### src/design/gwm_pkg.sv
// Shared types and constants of the glob wildcard matcher.
package gwm_pkg;

   localparam int PATTERN_MAX = 64;

   localparam logic [7:0] STAR_CH  = 8'h2A;
   localparam logic [7:0] QMARK_CH = 8'h3F;

   typedef enum logic [1:0] {
      FUNC_CLEAR  = 2'd0,
      FUNC_APPEND = 2'd1,
      FUNC_TEXT   = 2'd2,
      FUNC_END    = 2'd3
   } gwm_func_type;

   typedef struct packed {
      logic       clear;
      logic       append;
      logic       text;
      logic       rearm;
      logic [7:0] ch;
   } gwm_op_type;

   typedef struct packed {
      logic used;
      logic eps;
      logic step;
   } gwm_link_type;

   typedef struct packed {
      logic matched;
      logic overflow;
   } gwm_rsp_type;

endpackage

### src/design/gwm_if.sv
// Request and response channel interfaces of the glob wildcard matcher.
interface gwm_req_if;
   import gwm_pkg::*;

   logic         valid;
   logic         ready;
   gwm_func_type func;
   logic [7:0]   ch;

   modport source (output valid, output func, output ch, input ready);
   modport sink (input valid, input func, input ch, output ready);
endinterface

interface gwm_rsp_if;
   logic valid;
   logic ready;
   logic matched;
   logic overflow;

   modport source (output valid, output matched, output overflow, input ready);
   modport sink (input valid, input matched, input overflow, output ready);
endinterface

### src/design/gwm_cell.sv
// One pattern position: stored byte, fill bit and active bit of the matcher chain.
module gwm_cell (
   input  logic                  clock,
   input  logic                  reset,
   input  gwm_pkg::gwm_op_type   op,
   input  logic                  head,
   input  gwm_pkg::gwm_link_type link_in,
   output gwm_pkg::gwm_link_type link_out,
   output logic                  hit
);
   import gwm_pkg::*;

   logic       act_ff;
   logic       act_in;
   logic       used_ff;
   logic       used_in;
   logic [7:0] pat_ff;
   logic [7:0] pat_in;
   logic       closed;
   logic       is_star;
   logic       is_hit;

   always_comb begin
      closed        = act_ff | link_in.eps;
      is_star       = (pat_ff == STAR_CH);
      is_hit        = (pat_ff == QMARK_CH) || (pat_ff == op.ch);
      link_out.used = used_ff;
      link_out.eps  = closed & used_ff & is_star;
      link_out.step = closed & used_ff & !is_star & is_hit;
      hit           = closed & link_in.used & !used_ff;

      act_in  = act_ff;
      used_in = used_ff;
      pat_in  = pat_ff;
      if (op.rearm) begin
         act_in = head;
      end else if (op.text) begin
         act_in = link_out.eps | link_in.step;
      end
      if (op.clear) begin
         used_in = 1'b0;
      end else if (op.append && link_in.used && !used_ff) begin
         used_in = 1'b1;
         pat_in  = op.ch;
      end
   end

   always_ff @(posedge clock) begin
      if (reset) begin
         act_ff  <= head;
         used_ff <= 1'b0;
      end else begin
         act_ff  <= act_in;
         used_ff <= used_in;
      end
   end

   always_ff @(posedge clock) begin
      pat_ff <= pat_in;
   end

endmodule

### src/design/glob_wildcard_matcher.sv
// Glob wildcard matcher top level: beat decode, cell chain and response skid stage.
//
// The request channel carries one beat per command: clear pattern, append a
// pattern byte, a text byte, or end of text. Pattern bytes fill a chain of
// 64 cells in order; '*' matches any run of bytes, '?' any one byte, and
// every other byte itself. Text bytes advance the active-position vector of
// the whole chain at once, so one beat is taken every cycle while not stalled.
// Only an end-of-text beat gives a response beat: matched and overflow,
// registered into the output register, or the skid while it is held.
// Appending more than 64 bytes sets overflow and forces matched low until
// the next clear. Clear, append and end of text rearm the text to its start.
// A response held by the receiver goes into a one-beat skid register; the
// request side stalls only while both the output and the skid are full.
// Reset empties the pattern, clears overflow and rearms the text; the
// response channel comes up empty.
module glob_wildcard_matcher (
   input logic       clock,
   input logic       reset,
   gwm_req_if.sink   req_bus,
   gwm_rsp_if.source rsp_bus
);
   import gwm_pkg::*;

   gwm_op_type                   op;
   gwm_link_type                 links [0:PATTERN_MAX];
   logic [PATTERN_MAX-1:0]       hits;
   logic                         accept;
   logic                         is_end;
   logic                         act_end_ff;
   logic                         act_end_in;
   logic                         hit_end;
   logic                         ovf_ff;
   logic                         ovf_in;
   gwm_rsp_type                  result;
   logic                         out_valid_ff;
   logic                         out_valid_in;
   gwm_rsp_type                  out_ff;
   gwm_rsp_type                  out_in;
   logic                         skid_valid_ff;
   logic                         skid_valid_in;
   gwm_rsp_type                  skid_ff;
   gwm_rsp_type                  skid_in;
   logic                         pop;

   assign req_bus.ready = !skid_valid_ff;
   assign accept        = req_bus.valid && req_bus.ready;

   always_comb begin
      op     = '0;
      is_end = 1'b0;
      op.ch  = req_bus.ch;
      if (accept) begin
         unique case (req_bus.func)
            FUNC_CLEAR:  op.clear  = 1'b1;
            FUNC_APPEND: op.append = 1'b1;
            FUNC_TEXT:   op.text   = 1'b1;
            FUNC_END:    is_end    = 1'b1;
            default:     op.text   = 1'b0;
         endcase
      end
      op.rearm = op.clear | op.append | is_end;
   end

   assign links[0] = '{used: 1'b1, eps: 1'b0, step: 1'b0};

   for (genvar i = 0; i < PATTERN_MAX; i++) begin : g_cell
      gwm_cell u_cell (
         .clock    (clock),
         .reset    (reset),
         .op       (op),
         .head     (i == 0),
         .link_in  (links[i]),
         .link_out (links[i+1]),
         .hit      (hits[i])
      );
   end

   always_comb begin
      hit_end = (act_end_ff | links[PATTERN_MAX].eps) & links[PATTERN_MAX].used;

      act_end_in = act_end_ff;
      if (op.rearm) begin
         act_end_in = 1'b0;
      end else if (op.text) begin
         act_end_in = links[PATTERN_MAX].step;
      end

      ovf_in = ovf_ff;
      if (op.clear) begin
         ovf_in = 1'b0;
      end else if (op.append && links[PATTERN_MAX].used) begin
         ovf_in = 1'b1;
      end

      result.matched  = ((|hits) | hit_end) & !ovf_ff;
      result.overflow = ovf_ff;
   end

   // hold a stalled response in the skid register, advance it when the output drains
   always_comb begin
      pop           = out_valid_ff && rsp_bus.ready;
      out_valid_in  = out_valid_ff;
      out_in        = out_ff;
      skid_valid_in = skid_valid_ff;
      skid_in       = skid_ff;
      if (skid_valid_ff) begin
         if (pop) begin
            out_in        = skid_ff;
            skid_valid_in = 1'b0;
         end
      end else if (is_end) begin
         if (!out_valid_ff || pop) begin
            out_in       = result;
            out_valid_in = 1'b1;
         end else begin
            skid_in       = result;
            skid_valid_in = 1'b1;
         end
      end else if (pop) begin
         out_valid_in = 1'b0;
      end
   end

   always_ff @(posedge clock) begin
      if (reset) begin
         act_end_ff    <= 1'b0;
         ovf_ff        <= 1'b0;
         out_valid_ff  <= 1'b0;
         skid_valid_ff <= 1'b0;
      end else begin
         act_end_ff    <= act_end_in;
         ovf_ff        <= ovf_in;
         out_valid_ff  <= out_valid_in;
         skid_valid_ff <= skid_valid_in;
      end
   end

   always_ff @(posedge clock) begin
      out_ff  <= out_in;
      skid_ff <= skid_in;
   end

   assign rsp_bus.valid    = out_valid_ff;
   assign rsp_bus.matched  = out_ff.matched;
   assign rsp_bus.overflow = out_ff.overflow;

endmodule
### src/flat_wrapper.sv
// flat-port wrapper written by rule: the top's interface ports become plain ports
module glob_wildcard_matcher_flat import gwm_pkg::*;
  (clock, reset, req_bus_valid, req_bus_func, req_bus_ch, req_bus_ready, rsp_bus_valid, rsp_bus_matched, rsp_bus_overflow, rsp_bus_ready);
  gwm_req_if req_bus_i ();
  gwm_rsp_if rsp_bus_i ();
  input logic clock;
  input logic reset;
  input wire logic [$bits(req_bus_i.valid)-1:0] req_bus_valid;
  input wire logic [$bits(req_bus_i.func)-1:0] req_bus_func;
  input wire logic [$bits(req_bus_i.ch)-1:0] req_bus_ch;
  output wire logic [$bits(req_bus_i.ready)-1:0] req_bus_ready;
  output wire logic [$bits(rsp_bus_i.valid)-1:0] rsp_bus_valid;
  output wire logic [$bits(rsp_bus_i.matched)-1:0] rsp_bus_matched;
  output wire logic [$bits(rsp_bus_i.overflow)-1:0] rsp_bus_overflow;
  input wire logic [$bits(rsp_bus_i.ready)-1:0] rsp_bus_ready;
  assign req_bus_i.valid = req_bus_valid;
  assign req_bus_i.func = req_bus_func;
  assign req_bus_i.ch = req_bus_ch;
  assign req_bus_ready = req_bus_i.ready;
  assign rsp_bus_valid = rsp_bus_i.valid;
  assign rsp_bus_matched = rsp_bus_i.matched;
  assign rsp_bus_overflow = rsp_bus_i.overflow;
  assign rsp_bus_i.ready = rsp_bus_ready;
  glob_wildcard_matcher u_core (.clock(clock), .reset(reset), .req_bus(req_bus_i), .rsp_bus(rsp_bus_i));
endmodule
### config.mk
export PLATFORM = sky130hd
export DESIGN_NAME = glob_wildcard_matcher_flat
export DESIGN_NICKNAME = d
export VERILOG_FILES = /design/src/design/gwm_pkg.sv /design/src/design/gwm_if.sv /design/src/design/gwm_cell.sv /design/src/design/glob_wildcard_matcher.sv /design/src/flat_wrapper.sv
export SDC_FILE = /design/constraint.sdc
export NUM_CORES = 1
export LEC_CHECK = 0
export BUFFER_PORTS_ARGS = -buffer_cell sky130_fd_sc_hd__buf_2
export CAP_MARGIN = 20
export CORE_MARGIN = 10
export CORE_UTILIZATION = 45
export DETAILED_ROUTE_END_ITERATION = 8
export GPL_ROUTABILITY_DRIVEN = 0
export PLACE_DENSITY_LB_ADDON = 0.1
export SYNTH_ARGS = -nofsm -noshare
export SYNTH_HDL_FRONTEND = slang
export SYNTH_HIERARCHICAL = 1
export SYNTH_SLANG_ARGS = --single-unit
### constraint.sdc
create_clock -name clock -period 69.1 [get_ports clock]
set_clock_uncertainty 0.1 [all_clocks]
set_input_delay 6.91 -clock clock [delete_from_list [all_inputs] [get_ports clock]]
set_output_delay 6.91 -clock clock [all_outputs]
set_load 0.02 [all_outputs]
==> results_dict.tcl <==
set metrics [dict create \
    antenna_found_initial 0 \
    finalSetupViolations 0 \
    nNetsFinal 2877 \
    clockRootBuffer "clkbuf_16" \
    fin_util_pct 51.5 \
    drt-initial-drc-count 1264 \
    critPathMaxStageDelay_ns 0.41 \
    crit_arrival_ns 29.71 \
    area_delta_synth_final_pct 12.9 \
    syn_inst 2684 \
    post-synth-top-area-cell "edfxtp_1" \
    synth_most_common_cell "edfxtp_1" \
    dieArea_um2 82400 \
    startpoint_type "register" \
    cts_hold_buf 0 \
    status "completed" \
    yosys-top-cells-count "580 x edfxtp_1, 512 x xnor2_1, 323 x nor2_1" \
    hold_violations 0 \
    synth_edf_count 580 \
    cts_buffer_depth 3 \
    crit_fanout 3 \
    gr-usage-all-layers_pct 17.1 \
    max_slew_margin_pct 24.9 \
    synth_top_area_share_pct 54.2 \
    async_flop_share_pct 0 \
    cts_buffers 74 \
    post-route-period-util_pct 42.5 \
    grt_pass1_wl_mm 115 \
    drc_errors 0 \
    clk_pin_slew_worst_paths_ns 0.06 \
    whs_ns 0.441 \
    tritoncts "yes" \
    setup_tns_ns 0 \
    initial_core_util_pct 45.6 \
    criticalPathCategory "reg -> reg" \
    layout_min_cycle_time_ns 29.36 \
    io_buffers 17 \
    power.leakage_uw 0.0106 \
    avgRoutedWirePerCell_um 18.4 \
    grt_overflow 0 \
    synthTopCellsByArea "edfxtp_1 54%, xnor2_1 14%, dfxtp_1 4.2%" \
    required_ns 69.45 \
    post_cts_buffers 0 \
    htree_levels 3 \
    via_per_inst 5.45 \
    dr.pass1.iters 5 \
    chipHeight_um 287 \
    crit_slowest_cell "edfxtp_1" \
    cellPowerDensity_nw_per_um2 24.1 \
    place_area_um2 33800 \
    clock_sinks 648 \
    ys_warn_count 6 \
    ios 18 \
    ys_ff_latch 648 \
    ys.flop_type "edfxtp_1" \
    n_antenna_cell 0 \
    fill_cells 6116 \
    die_w_um 287 \
    syn_area_per_cell_um2 12.0 \
    drive_gt1_share_pct 9.65 \
    fmax_ghz 0.0341 \
    worstSkewPairLatency_ns 0.61 \
    synth_area_um2 32100 \
    cts_resized 0 \
    vias 21100 \
    post-dp-hpwl_mm 41.2 \
    core_area_um2 70400 \
    peakVddDrop_mv 0.0209 \
    grt_max_degree 117 \
    grt_setup_unrepaired "no" \
    worstHoldPathType "reg -> reg" \
    maxSlewViolCount 0 \
    ant_nets 0 \
    maxCapViolCount 0 \
    num_rows 97 \
    wl_mm 70.9 \
    synth-seq-area-share_pct 58.5 \
    tightest_slew_ns 1.12 \
    fin_area_um2 36200 \
    grt_pass1_vias 21300 \
    ys_types 32 \
    critPathCaptureType "register" \
]
## power by group
group	total [µW]	internal [µW]	switching, µW	leakage, µW
combinational	50.3	18.4	31.9	0.00361
clock	388	236	152	0.00118
sequential	436	433	2.62	0.00584
total	874	688	186	0.0106
## metal layers
metal  vias up  share of wire [%]  GRT usage [%]
li1      10300                  -              -
met1     10300                 47           23.0
met2       328                 47           28.1
met3       105                3.7           2.82
met4         0                2.3           4.77
met5         -                  0              0
## critical path: cells and delay by family, from the launching register on
family	cells	cell delay [ns]
compound gates	65	11.75
flops	1	0.41
simple gates	69	16.97
## cell usage in the layout (no fill, tap or decap), types with 2 or more instances in the layout
cell,netlist,final
inv_6,0,2
dfxtp_1,68,68
nand4_1,194,194
edfxtp_1,580,580
nor4_2,5,5
clkinv_1,0,7
bufinv_16,0,8
buf_6,1,8
nand2_1,129,129
xnor2_1,512,512
inv_1,2,2
a22oi_1,2,2
nor4_1,12,12
clkinv_2,0,14
nor3_2,64,66
o22a_1,64,64
o21ai_0,130,130
buf_4,64,83
clkbuf_8,0,3
clkbuf_1,0,23
nor3b_1,65,65
conb_1,2,70
nor3_1,67,65
nor2_1,323,323
clkbuf_16,0,77
buf_2,0,8
nor4bb_1,64,64
or3_1,192,192
a21oi_1,133,132
## stage by stage
stage	total power, µW	std cells	setup WS, ns
after floorplan	472	2752	45.08
after global routing	908	3861	35.89
after detailed placement	495	3727	39.78
final	874	3861	39.74
after global placement	494	3727	41.21
after CTS	886	3861	39.61
## final cells by class
| type | count | area (µm²) | share of cell area [%] |
|---|---|---|---|
| Clock buffer | 102 | 2040 | 5.63 |
| Timing Repair Buffer | 100 | 767 | 2.12 |
| Clock inverter | 32 | 362 | 0.998 |
| Multi-Input combinational cell | 2036 | 13100 | 36.2 |
| Sequential cell | 648 | 18800 | 51.8 |
| Inverter | 3 | 11.3 | 0.0311 |
| Tap cell | 940 | 1180 | 3.24 |
## registers in the layout, indices dropped and copies added, names as in the netlist
register                      flops
u_core/rsp_bus.valid              1
u_core/rsp_bus.matched            1
u_core/act_end_ff                 1
u_core/ovf_ff                     1
u_core/skid_ff                    2
u_core/rsp_bus.overflow           1
u_core/skid_valid_ff              1
u_core/g_cell.u_cell/pat_ff     512
u_core/g_cell.u_cell/act_ff      64
u_core/g_cell.u_cell/used_ff     64
## worst paths after layout
check	slack, ns	depth (start not counted)	start	to
setup / recovery	39.74	134	u_core/g_cell[0].u_cell/pat_ff[7]$_DFFE_PP_	u_core/rsp_bus.matched$_DFFE_PP_
hold / removal	0.44	2	u_core/act_end_ff$_SDFFE_PP0P_	u_core/act_end_ff$_SDFFE_PP0P_
setup reg to reg	39.74	134	u_core/g_cell[0].u_cell/pat_ff[7]$_DFFE_PP_	u_core/rsp_bus.matched$_DFFE_PP_
hold reg to reg	0.44	2	u_core/act_end_ff$_SDFFE_PP0P_	u_core/act_end_ff$_SDFFE_PP0P_
## cell families (layout without fill, tap and decap cells)
logic type | count (synthesis) | after routing | synth area share [%]
AO/OA/AOI/OAI | 332 | 332 | 5.96
XOR/XNOR | 512 | 512 | 14.0
buffers and inverters | 68 | 237 | 1.57
flip-flops | 648 | 648 | 58.5
multiplexers | 1 | 1 | 0.0351
other | 2 | 70 | 0.0234
AND/OR/NAND/NOR | 1121 | 1121 | 20.0
Power figures use the tool's default switching activity.
